File: src/tfr_pkg.sv
// Shared types and constants for the texel format to RGBA8 expander.
// Holds the command word passed from the front end through the queue to the back end.
// No dependencies.
package tfr_pkg;

    // Source texel formats held in the format_mode register
    localparam logic [2:0] MODE_PAL4   = 3'd0;
    localparam logic [2:0] MODE_PAL8   = 3'd1;
    localparam logic [2:0] MODE_PASS16 = 3'd2;
    localparam logic [2:0] MODE_RGB    = 3'd3;
    localparam logic [2:0] MODE_GREY4  = 3'd4;
    localparam logic [2:0] MODE_GREY8  = 3'd5;

    // Configuration register indexes
    localparam logic REG_FORMAT_MODE = 1'b0;
    localparam logic REG_HAS_ALPHA   = 1'b1;

    localparam logic [7:0] ALPHA_OPAQUE = 8'hFF;

    typedef enum logic [2:0] {
        CMD_PALWR,
        CMD_PAL4,
        CMD_PAL8,
        CMD_PASS,
        CMD_RGB,
        CMD_GREY4,
        CMD_GREY8
    } cmd_kind_t;

    // color carries the palette entry, the gathered RGB triple, or the data byte in [7:0]
    typedef struct packed {
        cmd_kind_t   kind;
        logic [7:0]  idx;
        logic [23:0] color;
    } cmd_t;

endpackage

File: src/tfr_front.sv
// Front end: accepts input beats, holds configuration and the RGB gather state.
// Turns every beat that needs work into a command for the queue. Uses tfr_pkg.
module tfr_front
    import tfr_pkg::*;
(
    input  logic        clk,
    input  logic        rst_n,
    input  logic        cfg_we,
    input  logic        cfg_index,
    input  logic [2:0]  cfg_data,
    input  logic        in_valid,
    output logic        in_ready,
    input  logic        in_action,
    input  logic [7:0]  in_index,
    input  logic [7:0]  in_red,
    input  logic [7:0]  in_green,
    input  logic [7:0]  in_blue,
    input  logic [7:0]  in_data,
    input  logic        in_last,
    output logic        q_push,
    output cmd_t        q_cmd,
    input  logic        q_full
);

    logic [2:0]  mode_reg;
    logic        alpha_reg;
    logic [1:0]  phase_reg;
    logic [1:0]  phase_next;
    logic [15:0] held_reg;
    logic [15:0] held_next;
    logic        accept;

    assign in_ready = !q_full;
    assign accept   = in_valid && !q_full;

    always_comb
    begin
        phase_next = phase_reg;
        held_next  = held_reg;
        q_push     = 1'b0;
        q_cmd.kind  = CMD_PASS;
        q_cmd.idx   = in_index;
        q_cmd.color = {16'h0000, in_data};
        if (accept)
        begin
            if (!in_action)
            begin
                q_push      = 1'b1;
                q_cmd.kind  = CMD_PALWR;
                q_cmd.color = {in_red, in_green, in_blue};
            end
            else
            begin
                case (mode_reg)
                    MODE_PAL4:
                    begin
                        q_push     = 1'b1;
                        q_cmd.kind = CMD_PAL4;
                    end
                    MODE_PAL8:
                    begin
                        q_push     = 1'b1;
                        q_cmd.kind = CMD_PAL8;
                    end
                    MODE_PASS16:
                    begin
                        q_push     = 1'b1;
                        q_cmd.kind = CMD_PASS;
                    end
                    MODE_RGB:
                    begin
                        if (alpha_reg)
                        begin
                            q_push     = 1'b1;
                            q_cmd.kind = CMD_PASS;
                        end
                        else
                        begin
                            case (phase_reg)
                                2'd0:
                                begin
                                    held_next[7:0] = in_data;
                                    phase_next     = 2'd1;
                                end
                                2'd1:
                                begin
                                    held_next[15:8] = in_data;
                                    phase_next      = 2'd2;
                                end
                                default:
                                begin
                                    q_push      = 1'b1;
                                    q_cmd.kind  = CMD_RGB;
                                    q_cmd.color = {held_reg[7:0], held_reg[15:8], in_data};
                                    phase_next  = 2'd0;
                                end
                            endcase
                        end
                    end
                    MODE_GREY4:
                    begin
                        q_push     = 1'b1;
                        q_cmd.kind = CMD_GREY4;
                    end
                    MODE_GREY8:
                    begin
                        q_push     = 1'b1;
                        q_cmd.kind = CMD_GREY8;
                    end
                    default:
                    begin
                    end
                endcase
                // drop a partial RGB group at the end of a texture
                if (in_last)
                begin
                    phase_next = 2'd0;
                end
            end
        end
    end

    always_ff @(posedge clk or negedge rst_n)
    begin
        if (!rst_n)
        begin
            mode_reg  <= MODE_PAL4;
            alpha_reg <= 1'b0;
            phase_reg <= 2'd0;
            held_reg  <= 16'h0000;
        end
        else
        begin
            if (cfg_we && cfg_index == REG_FORMAT_MODE)
            begin
                mode_reg <= cfg_data;
            end
            if (cfg_we && cfg_index == REG_HAS_ALPHA)
            begin
                alpha_reg <= cfg_data[0];
            end
            phase_reg <= phase_next;
            held_reg  <= held_next;
        end
    end

endmodule

File: config.mk
export PLATFORM = sky130hd
export DESIGN_NAME = tfr_front
export DESIGN_NICKNAME = d
export VERILOG_FILES = /design/src/tfr_pkg.sv /design/src/tfr_front.sv
export SDC_FILE = /design/constraint.sdc
export NUM_CORES = 1
export LEC_CHECK = 0
export BUFFER_PORTS_ARGS = -buffer_cell sky130_fd_sc_hd__buf_2
export CAP_MARGIN = 10
export CORE_UTILIZATION = 40
export DETAILED_ROUTE_END_ITERATION = 10
export GPL_TIMING_DRIVEN = 0
export PLACE_DENSITY_LB_ADDON = 0.15
export SYNTH_ARGS = -nofsm -noshare
export SYNTH_HDL_FRONTEND = slang
export SYNTH_SLANG_ARGS = --single-unit
File: constraint.sdc
create_clock -name clk -period 2.5 [get_ports clk]
set_input_delay 0.375 -clock clk [delete_from_list [all_inputs] [get_ports clk]]
set_output_delay 0.375 -clock clk [all_outputs]
set_load 0.03 [all_outputs]
# After elaboration in Yosys (flattened, before gate mapping)
# Cells that the tools add are included.
# W data, S select, Z words.
[word_totals]
regBits = 22
elab_cells = 45
out_inout_bits = 37
input_bits = 51
[classes]
muxes = 19
reduce_logical = 12
bitwise = 2
eq_ne = 7
[ops]
columns = ["operator", "count"]
rows = [
  ["$mux W24", 5],
  ["$pmux W3 S5", 1],
  ["$mux W3", 4],
  ["$reduce_and A5 Y1", 2],
  ["$eq A3 B2 Y1 const B", 2],
  ["$eq A3 B3 Y1 const B", 2],
  ["$mux W2", 3],
  ["$reduce_or A5 Y1", 1],
  ["$mux W1", 4],
  ["$pmux W2 S2", 1],
  ["$reduce_and A4 Y1", 1],
  ["$eq A3 B1 Y1 const B", 1],
  ["$logic_and A1 B1 Y1", 3],
  ["$logic_not A3 Y1", 1],
  ["$eq A2 B1 Y1 const B", 1],
  ["$logic_not A2 Y1", 1],
  ["$ne A2 B2 Y1 const B", 1],
  ["$not A1 Y1", 2],
  ["$pmux W1 S2", 1],
  ["$reduce_bool A2 Y1", 1],
  ["$reduce_or A2 Y1", 1],
  ["$logic_not A1 Y1", 1],
]

# Longest topological paths before layout
# Gate-level depths: netlist of run 1.
[depth]
depth_word = 7
mapped_depth = 4
mapped_depth_nobuf = 3

# Least setup slack after synthesis of run 1
# OpenSTA, ideal clock, no wires.
[synth_path]
path_kind = "register -> output"
start = "register mode_reg[2]"
end = "output q_cmd[13] (netlist name)"
t_required_ns = 2.125
path_buffers = 1
slack_ns = 0.499
t_arrival_ns = 1.626
path_stages_with_launch = 5
cell_sequence = "dfrtp_1 > nand4bb_2 > nor3_2 > buf_2 > a22o_1"
[synth_lines]
columns = ["element", "line", "rtl"]
rows = [
  ["start, declared", "tfr_front.sv:25", "logic [2:0] mode_reg;"],
  ["start signal, assigned", "tfr_front.sv:136", "mode_reg <= cfg_data;"],
  ["end, declared", "tfr_front.sv:21", "output cmd_t q_cmd,"],
]

==> impl_metrics.yaml, run 1 <==
clock_network:
  clk_pin_slew_worst_paths_ps: 130
  worstSkewPairLatency_ps: 310
  cts_max_level: 1
  cts_buffers: 3
  cts_tree: "built"
  clockBufferDepth: 2
  cts_sinks: 22
  root_buffer: "clkbuf_4"
  cts_hold_buf: 0
global_route:
  grt_pass1_vias: 1034
  grt_start_max_net_pins: 23
  antenna_found_initial: 0
  gr-total-overflow: 0
  grt_pass1_wl_um: 4692
  grtUsageTotal_pct: 17.59
run:
  drv_cap: 0
worst_setup_path:
  cp-start-kind: "flop"
  cp_slowest_cell: "dfrtp_1"
  crit_path_end: "q_cmd[17]"
  cp.depth: 5
  worstSetupPathType: "reg -> out"
  r2r_slack_ps: 570
  endpoint_kind: "primary output"
  required_ps: 2120
  r2r-end: "held_reg[3]$_DFFE_PN0P_"
  path_max_fanout: 10
  cp_slowest_stage_delay_ps: 450
  r2r_start: "mode_reg[2]$_DFFE_PN0P_"
  crit_arrival_ps: 1950
  cp_top_family: "simple AND/OR/NAND/NOR gates"
  path_cells: "nand4bb_2 > nor3_4 > buf_2 > a22o_1 > buf_2"
  cpMostUsedCell: "buf_2"
  ff2ff_path_depth: 3
  setup.worst_path.start: "mode_reg[2]$_DFFE_PN0P_"
  critPathBufInv: 2
timing:
  final.min_clock_period_ps: 2328
  final.setup.tns_ps: 0
  finClkSkew_ps: 13.54
  hold_viol_final: 3
  finalCritPeriodShare_pct: 93.14
  fmax_mhz: 429.5
  relSlewSlack_pct: 59.38
  slew_violations: 0
  rsz0062_at_grt: "false"
  tightestPinTransition_ps: 604.7
  setup_viol: 0
  hold_slack_ps: -2.854
die:
  core_sq_um: 3128
  start_util_pct: 43.40
  die_y_um: 60.26
  rows: 20
  die_area_sq_um: 3631
  die_w_um: 60.26
  ioPinCount: 88
status:
  outcome: "finished with violations"
  violations: "hold timing"
layout:
  fill_cells: 271
  multi_input_area_sq_um: 720.7
  fin_nets: 247
  area_growth_pct: 38.06
  final_layout_size_suffix_gt1_share_pct: 65.13
  layout_common_cells: "buf_2 (81), dfrtp_1 (22), mux2_2 (20)"
  fin_util_pct: 59.92
  diodes: 0
  final_common_cell: "buf_2"
  largest_register_ffs: 16
  finalNonFillerCells: 239
  seqCellArea_sq_um: 550.5
detailed_routing:
  drtPass1Iterations: 4
  vias: 1219
  drc_errors: 0
  ant_nets: 0
  vias_per_cell: 5.100
  drt-initial-drc-count: 26
  drt_wl_total_um: 3245
  wl_per_cell_um: 13.58
logic_synthesis:
  ys_ff_latch: 22
  ys_top_cells_by_area: "dfrtp_1 (41%), mux2_2 (17%), a22o_1 (11%), mux2_4 (8.8%), buf_4 (5.0%)"
  yosys_warnings: 0
  synth_cell_types: 26
  netlist.area_leader.share_pct: 40.55
  avgSynthCellArea_sq_um: 12.23
  netlist_area_sq_um: 1358
  syn_nets: 162
  ys_seq_area_share_pct: 40.55
  synth_top_cell_by_area: "dfrtp_1"
  netlist_instances: 111
power_and_ir_drop:
  leakage_nw: 1.030
  peakVddDrop_mv: 0.3247
  p_per_area_nw_per_um2: 488.8
place:
  place_congestion: 0.7008
  hpwl_um: 2530
  portBuffers: 79
  place_inst: 234
worst_hold_path:
  hp-class: "in -> async"
## metal layers
| metal | GRT usage (%) | share of wire (%) |
|---|---|---|
| met1 | 23.22 | 45 |
| met4 | 5.980 | 0.86 |
| met2 | 28.57 | 47 |
| met3 | 3.463 | 6.8 |
| met5 | 0 | 0 |
## logic make-up (layout without fill, tap and decap cells)
family / after synthesis / after routing / synth area share, %
compound gates: 26 / 26 / 15.30
flops: 22 / 22 / 40.55
simple gates: 20 / 20 / 11.89
buf+inv: 15 / 99 / 6.820
mux: 28 / 28 / 25.44
## metrics by stage
stage          hold WS (ps)  cell area, sq um  total power [mW]  setup WS [ps]
2_1_floorplan         79.41              1358            0.5635          498.7
3_3_place_gp          360.7              1808            0.6431          172.3
3_5_place_dp          363.7              1808            0.6509          148.3
4_1_cts               11.33              1874            0.9241          151.0
5_1_grt               17.13              1874            0.9625          29.05
6_report             -2.854              1874            0.9162          171.5
## final cells by class
type / instances / share of cell area [%]
Multi-Input combinational cell: 74 / 38.45
Sequential cell: 22 / 29.37
Timing Repair Buffer: 80 / 21.50
Buffer: 12 / 4.339
Tap cell: 44 / 2.937
Clock inverter: 1 / 1.602
Clock buffer: 3 / 1.202
Inverter: 3 / 0.6008
## worst register-to-register path: stages, from the launching register on
cell and delay [ps]:
dfrtp_1 450, nand4bb_2 390, nor4_4 590, mux2_2 400
## synth_stat cells
cell type  count
a211oi_1       1
a21o_1         2
a21oi_1        1
a221o_1        1
a22o_1        17
a31oi_1        1
buf_2          2
buf_4          9
clkbuf_1       1
dfrtp_1       22
inv_1          3
mux2_2        20
mux2_4         8
nand2_1        1
nand2b_1       2
nand3b_1       1
nand3b_4       1
nand4bb_2      1
nor2_1         4
nor2b_1        4
nor3_1         2
nor3_2         1
nor4_4         1
nor4bb_1       1
o21ai_0        3
or4b_1         1
## timing repair
item | CTS | global route
setup endpoints to repair | 10 | 0
resized for setup | 1 | 0
setup buffers | 1 | 0
## report_power, final
| part | leakage [nW] | switching [mW] | total [mW] | internal [mW] |
|---|---|---|---|---|
| combinational | 0.714 | 0.124 | 0.232 | 0.108 |
| sequential | 0.287 | 0.0312 | 0.413 | 0.381 |
| clock | 0.0279 | 0.110 | 0.272 | 0.162 |
## worst min-delay path by stage
stage | cells after the start | from | slack [ps] | end
CTS | 1 | rst_n | 10 | held_reg[1]$_DFFE_PN0P_
floorplan | 0 | rst_n | 80 | alpha_reg$_DFFE_PN0P_
finish | 1 | rst_n | -3 | held_reg[2]$_DFFE_PN0P_
detailed placement | 1 | rst_n | 360 | held_reg[1]$_DFFE_PN0P_
global placement | 1 | rst_n | 360 | held_reg[1]$_DFFE_PN0P_
global route | 1 | rst_n | 20 | held_reg[2]$_DFFE_PN0P_
Power figures use the tool's default switching activity.
==> inputs of run 2 (changes only) <==
- ABC_AREA: unset -> 1
==> run 2 against run 1 <==
The run now ends clean. Synthesized area increased by 7.4%. Fmax increased by 6.1%. Critical path depth increased by 3. Routed wire length increased by 16%. Synthesized cell count increased by 94%. First-iteration DRC count increased by 100%. Worst hold slack improved by 22 ps. Die area increased by 7.1%. Via count increased by 35%. Worst setup slack improved by 130 ps. Critical path type unchanged. Largest cell class unchanged. Highest routed layer unchanged.
==> impl_metrics.yaml, run 2 <==
status:
  outcome: "finished clean"
logic_synthesis:
  synth_edf_count: 0
  async_reset_ff_share_pct: 100.0
  synth_common_cells: "nand2_1 (111), dfrtp_1 (22), nand4_1 (18), nand2_2 (11), inv_1 (10)"
  yosys_warnings: 0
  ys_seq_area_share_pct: 37.77
  synth_top_cell_by_area: "dfrtp_1"
  netlist_instances: 215
  netlist.area_leader.share_pct: 37.77
  ys_ff_latch: 22
  synthFlopType: "dfrtp_1"
  netlist_area_sq_um: 1458
  synth.most_common_cell: "nand2_1"
  syn_nets: 266
  avgSynthCellArea_sq_um: 6.780
  ys_top_cells_by_area: "dfrtp_1 (38%), nand2_1 (29%), nand4_1 (7.7%), nand2_2 (4.7%), buf_4 (4.1%)"
  synth_cell_types: 17
global_route:
  antenna_found_initial: 0
  grt_start_max_net_pins: 23
  grt_pass1_vias: 1435
  grtUsageTotal_pct: 19.91
  gr-total-overflow: 0
  grt_pass1_wl_um: 6189
worst_setup_path:
  path_max_fanout: 10
  endpoint_kind: "primary output"
  r2r_start: "phase_reg[0]$_DFFE_PN0P_"
  setup.worst_path.start: "mode_reg[1]$_DFFE_PN0P_"
  worstSetupPathType: "reg -> out"
  crit_arrival_ps: 1820
  required_ps: 2120
  cp-start-kind: "flop"
power_and_ir_drop:
  peakVddDrop_mv: 0.2610
  leakage_nw: 1.262
  p_per_area_nw_per_um2: 417.4
detailed_routing:
  wl_met3_um: 276
  drc_errors: 0
  met1_length_um: 1712
  drt_wl_total_um: 3751
  wl_met2_um: 1728
  vias_per_cell: 4.767
  wl_per_cell_um: 10.90
  ant_nets: 0
  highest_layer: "met4"
  drtPass1Iterations: 6
  vias: 1640
  drt-initial-drc-count: 52
worst_hold_path:
  hp-class: "in -> async"
layout:
  final_common_cell: "nand2_1"
  diodes: 0
  fin_nets: 350
  fill_cells: 371
  area_growth_pct: 33.56
  layout_common_cells: "nand2_1 (111), buf_2 (83), dfrtp_1 (22)"
  largest_register_ffs: 16
  final_layout_size_suffix_gt1_share_pct: 38.26
  finalInstanceArea_sq_um: 1947
timing:
  finClkSkew_ps: 1.779
  hold_viol_final: 0
  fmax_mhz: 455.8
  final.setup.tns_ps: 0
  tightestPinTransition_ps: 591.5
  rsz0062_at_grt: "false"
  final.min_clock_period_ps: 2194
  relSlewSlack_pct: 60.42
  slew_violations: 0
  finalCritPeriodShare_pct: 87.76
  setup_viol: 0
clock_network:
  cts_buffers: 3
  post_cts_buffers: 0
  cts_max_level: 1
  post_cts_resized: 0
  clockBufferDepth: 2
  cts_tree: "built"
  root_buffer: "clkbuf_4"
  cts_hold_buf: 0
  cts_sinks: 22
  clk_pin_slew_worst_paths_ps: 120
  worstSkewPairLatency_ps: 310
die:
  die_w_um: 62.37
  start_util_pct: 42.67
  ioPinCount: 88
  rows: 21
  core_sq_um: 3416
  die_area_sq_um: 3889
  die_y_um: 62.37
run:
  drv_cap: 0
place:
  hpwl_um: 2858
  placed_area_sq_um: 1911
  place_congestion: 0.8327
  portBuffers: 79
run 2: path summary, 6_finish.rpt:
check,endpoint,slack [ps],cells past startpoint
min in group clk,alpha_reg$_DFFE_PN0P_,260,2
hold reg to reg,held_reg[12]$_DFFE_PN0P_,490,2
hold / removal,held_reg[11]$_DFFE_PN0P_,20,1
setup / recovery,q_cmd[13],310,8
max in group asynchronous,held_reg[10]$_DFFE_PN0P_,2120,1
setup reg to reg,held_reg[1]$_DFFE_PN0P_,910,4
run 2: routing by layer:
metal  global-route usage [%]  up-vias
met3                    3.493        4
met2                    32.97       72
met1                    26.39      723
met4                    6.105        0
met5                        0        -
li1                         -      841
run 2: where the power goes:
part	internal, mW	switching [mW]	total [mW]
registers	0.376	0.0218	0.397
logic	0.0754	0.141	0.216
clock network	0.0889	0.110	0.199
run 2: cells by family (layout without fill, tap and decap cells):
kind of cell    count (synthesis)  count (layout)  share of synthesized area, %
compound gates                  8               8                         2.833
buf+inv                        25             108                         9.614
flops                          22              22                         37.77
simple gates                  160             160                         49.79
run 2: through the flow:
stage / utilization, % / hold slack (ps) / cells / setup WS, ps / total power [mW]
floorplan: - / 79.41 / 215 / 511.2 / 0.5344
global placement: 55.93 / 371.1 / 340 / 382.5 / 0.6189
detailed placement: 55.93 / 372.5 / 340 / 362.3 / 0.6215
CTS: 57.00 / 26.28 / 344 / 295.9 / 0.8187
global route: 57.00 / 26.48 / 344 / 157.5 / 0.8661
finish: 57.00 / 19.59 / 344 / 305.9 / 0.8127
run 2: worst max-delay path, cell delays in order, from the launching register on:
cell,delay [ps]
dfrtp_1,500
nand2_2,130
nor2_8,190
nand2_4,100
nor2_8,140
buf_8,170
nand2_2,50
nand2_1,50
buf_2,180
run 2: area by class of cell:
class | count | area [sq um] | share of cell area, %
multi-input combinational | 168 | 767.0 | 39.40
tap | 46 | 57.56 | 2.956
clock buffer | 4 | 36.28 | 1.864
buffer | 13 | 95.09 | 4.884
sequential | 22 | 550.5 | 28.28
timing repair buffer | 79 | 395.4 | 20.31
inverter | 12 | 45.04 | 2.314
