**src/tfr_pkg.sv**
```systemverilog
// Shared types and constants for the texel format to RGBA8 expander.
// Holds the command word passed from the front end through the queue to the back end.
// No dependencies.
package tfr_pkg;

    // Source texel formats held in the format_mode register
    localparam logic [2:0] MODE_PAL4   = 3'd0;
    localparam logic [2:0] MODE_PAL8   = 3'd1;
    localparam logic [2:0] MODE_PASS16 = 3'd2;
    localparam logic [2:0] MODE_RGB    = 3'd3;
    localparam logic [2:0] MODE_GREY4  = 3'd4;
    localparam logic [2:0] MODE_GREY8  = 3'd5;

    // Configuration register indexes
    localparam logic REG_FORMAT_MODE = 1'b0;
    localparam logic REG_HAS_ALPHA   = 1'b1;

    localparam logic [7:0] ALPHA_OPAQUE = 8'hFF;

    typedef enum logic [2:0] {
        CMD_PALWR,
        CMD_PAL4,
        CMD_PAL8,
        CMD_PASS,
        CMD_RGB,
        CMD_GREY4,
        CMD_GREY8
    } cmd_kind_t;

    // color carries the palette entry, the gathered RGB triple, or the data byte in [7:0]
    typedef struct packed {
        cmd_kind_t   kind;
        logic [7:0]  idx;
        logic [23:0] color;
    } cmd_t;

endpackage

```
**src/tfr_queue.sv**
```systemverilog
// Two-entry command queue between the front and back ends.
// Uses the command type from tfr_pkg.
module tfr_queue
    import tfr_pkg::*;
(
    input  logic clk,
    input  logic rst_n,
    input  logic push,
    input  cmd_t push_cmd,
    input  logic pop,
    output cmd_t head_cmd,
    output logic full,
    output logic empty
);

    cmd_t       slot_reg [2];
    logic       wr_ptr_reg;
    logic       rd_ptr_reg;
    logic [1:0] count_reg;
    logic [1:0] count_next;

    assign full     = count_reg == 2'd2;
    assign empty    = count_reg == 2'd0;
    assign head_cmd = slot_reg[rd_ptr_reg];

    always_comb
    begin
        count_next = count_reg;
        case ({push, pop})
            2'b10:   count_next = count_reg + 2'd1;
            2'b01:   count_next = count_reg - 2'd1;
            default: count_next = count_reg;
        endcase
    end

    always_ff @(posedge clk)
    begin
        if (push)
        begin
            slot_reg[wr_ptr_reg] <= push_cmd;
        end
    end

    always_ff @(posedge clk or negedge rst_n)
    begin
        if (!rst_n)
        begin
            wr_ptr_reg <= 1'b0;
            rd_ptr_reg <= 1'b0;
            count_reg  <= 2'd0;
        end
        else
        begin
            if (push)
            begin
                wr_ptr_reg <= !wr_ptr_reg;
            end
            if (pop)
            begin
                rd_ptr_reg <= !rd_ptr_reg;
            end
            count_reg <= count_next;
        end
    end

endmodule

```
**config.mk**
```make
export PLATFORM = sky130hd
export DESIGN_NAME = tfr_queue
export DESIGN_NICKNAME = d
export VERILOG_FILES = /design/src/tfr_pkg.sv /design/src/tfr_queue.sv
export SDC_FILE = /design/constraint.sdc
export NUM_CORES = 1
export LEC_CHECK = 0
export CORE_ASPECT_RATIO = 0.8
export CORE_MARGIN = 2
export CORE_UTILIZATION = 45
export DETAILED_ROUTE_END_ITERATION = 16
export DONT_BUFFER_PORTS = 1
export PLACE_DENSITY_LB_ADDON = 0.3
export SLEW_MARGIN = 20
export SYNTH_ARGS = -nofsm -noshare
export SYNTH_HDL_FRONTEND = slang
export SYNTH_SLANG_ARGS = --single-unit
```
**constraint.sdc**
```tcl
create_clock -name clk -period 6.1 [get_ports clk]
set_input_delay 0.305 -clock clk [delete_from_list [all_inputs] [get_ports clk]]
set_output_delay 0.305 -clock clk [all_outputs]
set_load 0.1 [all_outputs]
```
# Word-level counts from Yosys, hierarchy flattened
# Memory sizes are Yosys's and may differ from the RTL's.
# Index checks and enable logic that the tools add are counted.
# totals
out_inout_bits	37
romBits	0
elab_cells	16
in_bits	39
ramBits	70
memories	1
latch_bits	0
ff_bits	4
# memory_table
name	words	word_bits	rd	rd_ports_with_merged_regs	wr	line_no	rtl
slot_reg	2	35	1	0	1	tfr_queue.sv:16	cmd_t slot_reg [2];
# classes
mul	0
div_mod_pow	0
add_sub_neg	2
n_lt_le_gt_ge	0
reduce_logical	4
eq_ne	3
bitwise	0
shifts	0
mux	3
# ops
cell	n
2-bit == test, second input constant	2
2-bit case mux with 2 select lines	1
2-bit by 1-bit adder with 2-bit output, second input constant	1
2-bit by 1-bit == test with 1-bit output, second input constant	1
1-bit logical NOT	2
2-bit logical NOT	1
1-bit two-way mux	2
2-bit nonzero test	1
2-bit by 1-bit subtractor with 2-bit output, second input constant	1

# Depth between registers and ports, before layout
# Gate-level depths: netlist of the first run.
# logic_depth
ltp_word	2
ltp_mapped	5
depth_no_buf	5

# Least setup slack after synthesis of the first run
# No wires, ideal clock.
# synth_path
path_kind	register -> register
start	register wr_ptr_reg
end	memory slot_reg[0][0] in the netlist's numbering, enable pin
n_path_buf	0
setup_ns	0.428
required_ns	5.672
path_stages_with_launch	2
slack_ns	3.789
synth_period_minus_slack_ns	2.311
t_arrival_ns	1.883
path_cell_list	dfrtp_1 > nor2_1
# synth_rtl
element	line_no	rtl
start, declared	tfr_queue.sv:17	logic wr_ptr_reg;
start signal, assigned	tfr_queue.sv:56	wr_ptr_reg <= !wr_ptr_reg;
end, declared	tfr_queue.sv:16	
# Straight into the memory's write port.

==> reports/results.txt, run 1 <==
After synthesis, the mean cell area works out to 22.9 um2. The number of hold buffers added after CTS came out at 1. In this run the register-to-register setup slack is 4.48 ns.

The die is 75.3 um tall. Compared with the post-synthesis result, the final layout area differs by 9.23%. The total clock buffers created by CTS is 9, and the count of cells resized by post-cts repair is 0. In this run the post-CTS setup repair buffer count came out at 0.

The gate count of the mapped netlist came out at 125. The tools report the clock sink count as 74. Together, buffers and inverters on the worst path number 0. The detail route stage leaves a number of antenna-violating nets equal to 0.

The unique cell type count in the Yosys netlist is 13. The final clock skew was 0.00200 ns; the global-route usage over all layers was 0.120. The smallest clock period supported by the final layout is computed as 2.42 ns. Detailed routing inserted a total of 1072 vias. For the die area, the log shows 7010 um2. Traced cell by cell, the critical path runs through mux2_2.

Average wire per cell in the routed design: 18.0 um. Synthesis produced a netlist with a net count of 165. The detailed-route vias per instance came out at 4.89. The clock tree synthesis step divided the H-tree into 3 levels. The layout cell share with drive strength beyond 1 came out at 0.391. TritonCTS built the clock tree.

Maximum clock frequency: 0.413 GHz. On the critical path the largest part of the delay comes from flip-flops. The final count of negative-setup-slack endpoints is 0. The flow ran to the end, and the final reports show no timing, DRC or antenna violations. Data arrives at the worst endpoint at 2.11 ns. After the last flow step, the layout net total stands at 173. By area the synthesized netlist is led by edfxtp_1 73%, mux2_4 15%, dfrtp_1 3.5%.

The worst setup path is captured at an output pin. Leaving out fill and tap cells, the most frequent cells in the layout are 70 x edfxtp_1, 29 x mux2_4, 9 x clkbuf_8. The portion of the post-synthesis area used by sequential elements was 0.770.

The routability congestion estimate was 0.587; the maximum net fanout on the critical path was 36. The number of antenna violations at the first check in global routing was 0; the biggest cell delay along the critical path was 1.06 ns. The transition at the pin with the smallest max-transition slack works out to 1.07 ns. For this design, the slowest cell found on the critical path is dfrtp_2. The tools report the clock latency on the worst-skew pair as 0.33 ns.

The antenna diode count came out at 0. CTS placed an instance of clkbuf_8 at the clock tree root. The launching element type of the critical path is a flop.

Setup repair after global routing left no endpoint under its margin. The min-delay analysis places its worst path in the category in -> reg. During placement, the flow inserted port buffers numbering 0. After detailed routing, the number of remaining DRC violations is 0. The floorplan step set the die width to 93.1 um. The post-route clock period utilization came out at 0.397. Reported max-cap violation count: 0. The synthesis-stage register bit count is 74.

During synthesis, Yosys emitted a total of 0 warnings. After clock tree synthesis, the clock-pin slew on the worst setup and hold paths is 0.07 ns. The number of buffers on the longest clock path was 2. By startpoint and endpoint, the worst setup path is classified as reg -> out. The area fraction of the dominant cell type after synthesis works out to 0.735. The via count of the first global-routing pass is 1143. The maximum number of pins on one net before global-route repair was 37.

For the number of search-and-repair iterations in the first detailed-routing pass, the log shows 4. Effective utilization at floorplan: 0.474. The tools report the standard-cell row count as 25. The biggest area contributor in the post-synthesis netlist is edfxtp_1. The first global-routing pass estimated 5.83 mm of wire. The total congestion overflow after global routing was 0; the worst path required time was 5.79 ns.

The mapped netlist covers 2860 um2. The logs give 0 for the final number of hold-violating endpoints and 2.60 mm for the detailed placement HPWL. For the count of pins on the block boundary, the log shows 76.

The register with the most flip-flops in the layout has 70 of them. The core region is 6040 um2. Leaving out fill and tap cells, the most frequent cell in the layout is edfxtp_1. The number of max-slew violations in the final report is 0, and the final wirelength is 3.95 mm. The iteration-0 DRC count of the detailed router is 51, and the headroom to the max-slew limit is 0.285.

The final setup TNS came out at 0 ns.
## synth_stat cells
master and number:
xor2_1 3, edfxtp_1 70, ha_1 1, nor2b_1 1, dfrtp_1 4, mux2_2 6
mux2_4 29, nor2_1 3, xnor2_1 2, and2_1 1, inv_1 1, buf_6 1
buf_12 3
## worst paths after layout
check,startpoint,endpoint,cells past startpoint
max,rd_ptr_reg,head_cmd[33],1
min,pop,rd_ptr_reg,1
max reg2reg,wr_ptr_reg,slot_reg[0][16],1
min reg2reg,count_reg[1],count_reg[1],1
max in group asynchronous,rst_n,rd_ptr_reg,1
min in group asynchronous,rst_n,count_reg[1],1
## metrics by stage
step                      hold WS (ns)   util  cells  setup slack (ns)  cell area, um2
after floorplan                0.00941      -    125              3.79            2860
after global placement         0.00955  0.481    202              4.05            2910
after CTS                       0.0229  0.518    219              3.63            3120
after global routing            0.0234  0.518    219              3.55            3120
final                           0.0473  0.518    219              3.68            3120
after detailed placement       0.00955  0.481    202              4.01            2910
## layer usage
layer / up-vias / wire length (um) / global-route usage
met4: 0 / 44 / 0.0392
met3: 6 / 561 / 0.0989
met1: 515 / 1380 / 0.105
met5: - / 0 / 0
met2: 55 / 1970 / 0.207
li1: 496 / - / -
## cell type report
type / instances / area, um2
Tap cell: 81 / 101
Inverter: 1 / 3.75
Clock buffer: 10 / 128
Timing Repair Buffer: 1 / 10.0
Sequential cell: 74 / 2200
Fill cell: 474 / 2910
Multi-Input combinational cell: 46 / 597
Clock inverter: 6 / 81.3
## kinds of logic (layout without fill, tap and decap cells)
family	Yosys count	in the layout	share of synthesized area
buffers and inverters	5	18	0.0262
AND/OR/NAND/NOR	5	5	0.00831
multiplexers	35	35	0.176
XOR/XNOR	5	5	0.0153
flip-flops	74	74	0.770
adder cells (fa/ha/maj)	1	1	0.00437
Power of run 1 is left out: the tool's default activity adds up to more than one toggle a clock period on the data nets, which glitch-free logic cannot reach.
==> run 2: changes to the inputs <==
==> constraint.sdc (replaced) <==
create_clock -name clk -period 2.42 [get_ports clk]
set_input_delay 0.121 -clock clk [delete_from_list [all_inputs] [get_ports clk]]
set_output_delay 0.121 -clock clk [all_outputs]
set_load 0.1 [all_outputs]
==> reports/results.txt, run 2 (synthesis gave the netlist of run 1 again) <==
The post-route clock period utilization is 0.871. The clock sink count was 74; the number of buffers on the longest clock path was 2. The layout cell share with drive strength beyond 1 works out to 0.330. The layer flagged by global routing as most heavily used is met2. The die is 93.1 um wide. The met2 layer usage reported by global route came out at 0.239. The pre-antenna-repair detailed-routing pass consisted of 3 iterations. The tightest min-delay check is of the in -> reg type. The number of antenna diodes in the final layout is 0. The total congestion overflow after global routing is 0. Effective utilization at floorplan: 0.474. The register with the most flip-flops in the layout has 70 of them. The met3 routing resource usage after global routing is 0.0811. TritonCTS built the clock tree. Final count of negative-setup-slack endpoints: 0. In this run the remaining antenna-violating nets after routing total 0.

During placement, the flow inserted port buffers numbering 0. For this run, the post-layout net count is 215. The detailed router finished its first iteration with 41 violations. The tools report the routability congestion estimate as 0.608. Setup repair after global routing left no endpoint under its margin. The tools report the maximum clock frequency as 0.474 GHz. For this design the top-level I/O count stands at 76.

For the worst path required time, the log shows 2.30 ns. The final setup TNS is 0 ns. Clock slew at the register clock pins of the worst setup and hold paths: 0.06 ns. Summing over every cut layer, the via total after detailed routing is 1246. The transition at the pin with the smallest max-transition slack was 0.827 ns; the die area was 7010 um2. In this run the vertical extent of the chip is 75.3 um. The number of setup buffers added after CTS came out at 0. The logs give 431 for the final-layout fill cell count and 1411 for the via count of the first global-routing pass. In the layout the commonest cells are 70 x edfxtp_1, 38 x dlygate4sd3_1, 29 x mux2_4.

For the H-tree depth reported by CTS, the log shows 3. The critical path in this run is classified as reg -> out. The slack of the worst reg-to-reg path was 0.86 ns. Final clock skew: 0.00392 ns. In this run the worst setup path begins at rd_ptr_reg. The number of max-slew violations in the final report is 0. The reported max-cap violation count was 0.

Number of antenna violations at the first check in global routing: 0. End point of the critical path: head_cmd[27]. After the flow finishes, the layout carries non-filler instances totaling 260.

The tools report the count of cells resized by post-cts repair as 0. For the placed instance count, the log shows 207. After floorplanning, the core was divided into 25 placement rows.

The global-route wire length before repair is 6.73 mm, and the detailed-route vias per instance is 4.79. STA puts the critical path data arrival time at 1.99 ns. The tools report the global-route usage over all layers as 0.135. Clock tree synthesis selected as its root buffer the cell clkbuf_8.

In this run the standard cell core region covers 6040 um2. The worst flop-to-flop path startpoint was wr_ptr_reg. The met1 routing resource usage after global routing was 0.138; the maximum number of pins on one net before global-route repair was 36. Most common cell after layout, fill and taps aside: edfxtp_1. At the later pin of the worst-skew pair, clock insertion delay measures 0.33 ns. The worst path needs 2.11 ns of the cycle, external delays included. The category of the worst setup path capture point was an output pin. The run gives 0 as the number of remaining DRC errors.

STA classifies the critical path startpoint as a flop. Detailed placement finished with a half-perimeter wire length of 2.82 mm. The worst register-to-register path ends at slot_reg[0][15]. The average wire per cell in the routed design was 16.7 um. The flow ran to the end, and the final reports show no timing, DRC or antenna violations. The headroom to the max-slew limit is 0.448. Counting cells, the worst reg-to-reg path comes to 2.

The maximum net fanout on the critical path is 24, and the area occupied by multi-input gates is 597 um2. The run gives 4.34 mm as the final wirelength. The run gives 0 as the final number of hold-violating endpoints. Registers take 2200 um2.

Total clock buffers created by CTS: 9. Across all hold checks on the routed design, the worst slack comes to 0.0211 ns. Compared with the post-synthesis result, the final layout area differs by 24.3%.
## run 2: changes by cell type in the layout (fill, tap and decap cells not counted), sizes merged
cell	change
clkinv	-1
bufinv	+1
clkinvlp	-1
dlygate4sd3	+37
buf	+5
## run 2: what timing repair did
item | in CTS | in global routing
hold buffers | 38 | 0
endpoints found under the hold margin | 76 | 0
endpoints found under the setup margin | 0 | 0
## run 2: worst max-delay path, cell delays in order, from the launching register on
cell,delay [ns]
dfrtp_2,0.80
buf_4,0.37
mux2_4,0.47
## run 2: routing by layer
| layer | wire (um) | share of wire | vias up |
|---|---|---|---|
| met5 | 0 | 0 | - |
| met4 | 39 | 0.0090 | 0 |
| met3 | 419 | 0.096 | 6 |
| met2 | 2270 | 0.52 | 57 |
| met1 | 1610 | 0.37 | 600 |
| li1 | - | - | 583 |
## run 2: layout make-up
type,count,area share
clock buffers,10,0.0359
clock inverters,5,0.0292
inverters,1,0.00106
flip-flops and latches,74,0.620
multi-input cells,46,0.168
repair buffers,43,0.118
well taps,81,0.0285
## run 2: worst min path at each step
stage | endpoint | slack [ns] | startpoint | cells after the start
CTS | count_reg[0] | 0.005 | pop | 2
finish | count_reg[0] | 0.02 | pop | 2
detailed placement | count_reg[1] | -0.17 | rst_n | 0
global placement | wr_ptr_reg | -0.17 | rst_n | 0
global route | count_reg[0] | 0.03 | pop | 2
floorplan | count_reg[0] | -0.17 | rst_n | 0
## run 2: metrics by stage
step | setup slack (ns) | util | cell area (um2)
detailed placement | 0.649 | 0.487 | 2940
global placement | 0.685 | 0.487 | 2940
CTS | 0.270 | 0.589 | 3550
finish | 0.311 | 0.589 | 3550
floorplan | 0.109 | - | 2860
global route | 0.201 | 0.589 | 3550
Power of run 2 is left out for the same reason.
==> run 3: changes to the inputs <==
--- a/config.mk
+++ b/config.mk
@@ -10,6 +10,7 @@
 export CORE_UTILIZATION = 45
 export DETAILED_ROUTE_END_ITERATION = 16
 export DONT_BUFFER_PORTS = 1
+export HOLD_SLACK_MARGIN = 0.08
 export PLACE_DENSITY_LB_ADDON = 0.3
 export SLEW_MARGIN = 20
 export SYNTH_ARGS = -nofsm -noshare
==> reports/results.txt, run 3 (synthesis gave the netlist of run 1 again) <==
The flow ran to the end, and the final reports show no timing, DRC or antenna violations. The category of the worst setup path capture point was an output pin. Buffers added to address setup during post-CTS repair amount to 0. The clock sink count was 74. The launching element type of the critical path is a flop. The layout cell share with drive strength beyond 1 came out at 0.328. The root buffer cell chosen for the clock tree is clkbuf_8.

TritonCTS built the clock tree. The H-tree depth reported by CTS is 3. The run gives 0 as the count of cells resized by post-cts repair. In this run the worst path has a maximum fanout of 24.

Counting the buffers created by CTS gives 9. The post-place setup slack was 0.649 ns. The detailed placement HPWL is 2.82 mm, and the number of buffers on the longest clock path is 2. In the post-route analysis, the smallest setup slack over all paths is 0.312 ns.

Compared with the post-synthesis result, the final layout area differs by 24.6%. After clock tree synthesis, the clock-pin slew on the worst setup and hold paths is 0.06 ns. The effective utilization at floorplan is 0.474, and the final critical delay including setup and external delays is 2.11 ns. The final layout contains routed wiring with a total length of 4.35 mm. The logs give 76 for the count of pins on the block boundary and 216 for the number of nets in the layout. At the pin with the least slew margin, the transition time is 0.828 ns. The first detailed-routing pass ran for 3 iterations. The via count of the first global-routing pass came out at 1411.

Between clock sinks in the finished design, the worst skew comes to 0.00426 ns. The path class of the tightest hold or removal check is in -> reg. The standard-cell row count was 25; the detailed-route vias per instance was 4.77. Setup violations remaining at the end of the flow were counted as 0.

The width of the chip works out to 93.1 um. The maximum clock frequency is 0.474 GHz. In the routed design, unresolved DRC markers number 0. The final setup TNS is 0 ns. The library cell used most frequently in the layout, excluding fill and tap cells, is edfxtp_1. The tools report the final antenna-violating net count as 0.

For the worst setup path, the data arrival time is 1.99 ns. The top cell types in the final layout, fill and taps aside, are 70 x edfxtp_1, 39 x dlygate4sd3_1, 29 x mux2_4. The headroom to the max-slew limit was 0.448. In this run the tool buffered the top-level ports with 0 buffer cells.

The floorplan die height works out to 75.3 um. The run gives 7010 um2 as the die area. The critical path in this run is classified as reg -> out.

For flop-to-flop paths, the worst setup slack is 0.86 ns. The number of flip-flops in the largest register was 70. The run gives 0.608 as the routability congestion estimate. For this run the aggregate overflow at the end of global routing stands at 0. The final route contains 1244 vias.

The core region is 6040 um2. The post-route clock period utilization is 0.871. Maximum number of pins on one net before global-route repair: 36. In the final routed layout, each cell accounts on average for 16.7 um. The global-route usage over all layers was 0.135; the final number of hold-violating endpoints was 0.

The clock latency on the worst-skew pair was 0.33 ns. Number of antenna violations at the first check in global routing: 0. The final-layout fill cell count came out at 428.

The number of max-slew violations in the final report was 0; the worst path required time was 2.30 ns. After clock tree synthesis, the flow added hold-fix buffers numbering 39. The global-route wire length before repair is 6.73 mm. Setup repair after global routing left no endpoint under its margin. For this block, the initial DRC count from the detailed router was 36. The number of antenna diodes in the final layout is 0.

The run gives 0 as the reported max-cap violation count.
## run 3: cell types whose count changed in the layout (fill, tap and decap cells not counted), sizes merged
cell	previous run	this run
dlygate4sd3	38	39
## run 3: through the flow
step	hold slack (ns)	cell area, um2	std cells	utilization
after detailed placement	-0.174	2940	207	0.487
after global placement	-0.174	2940	207	0.487
final	0.170	3560	261	0.590
after floorplan	-0.175	2860	125	-
after global routing	0.190	3560	261	0.590
after CTS	0.153	3560	261	0.590
## run 3: critical path, cell delays in order, from the launching register on
cell and delay [ns]:
dfrtp_2 0.80, buf_4 0.37, mux2_4 0.47
## run 3: path summary, 6_finish.rpt
check                              from         endpoint  cells after the start
min reg2reg                count_reg[1]     count_reg[1]                      1
max                          rd_ptr_reg     head_cmd[27]                      2
min                                push     count_reg[0]                      3
min in group asynchronous         rst_n       wr_ptr_reg                      2
max reg2reg                  wr_ptr_reg  slot_reg[0][15]                      2
max in group asynchronous         rst_n       rd_ptr_reg                      2
## run 3: layout make-up
cell class,instances,area (um2),area share
Inverter,1,3.75,0.00105
Tap cell,81,101,0.0284
Clock inverter,5,104,0.0291
Clock buffer,10,128,0.0358
Sequential cell,74,2200,0.618
Timing Repair Buffer,44,428,0.120
Multi-Input combinational cell,46,597,0.167
## run 3: metal layers
| metal | part of all wire | GRT usage |
|---|---|---|
| met2 | 0.52 | 0.239 |
| met1 | 0.37 | 0.139 |
| met3 | 0.094 | 0.0801 |
| met5 | 0 | 0 |
| met4 | 0.0090 | 0.0392 |
Power of run 3 is left out for the same reason.
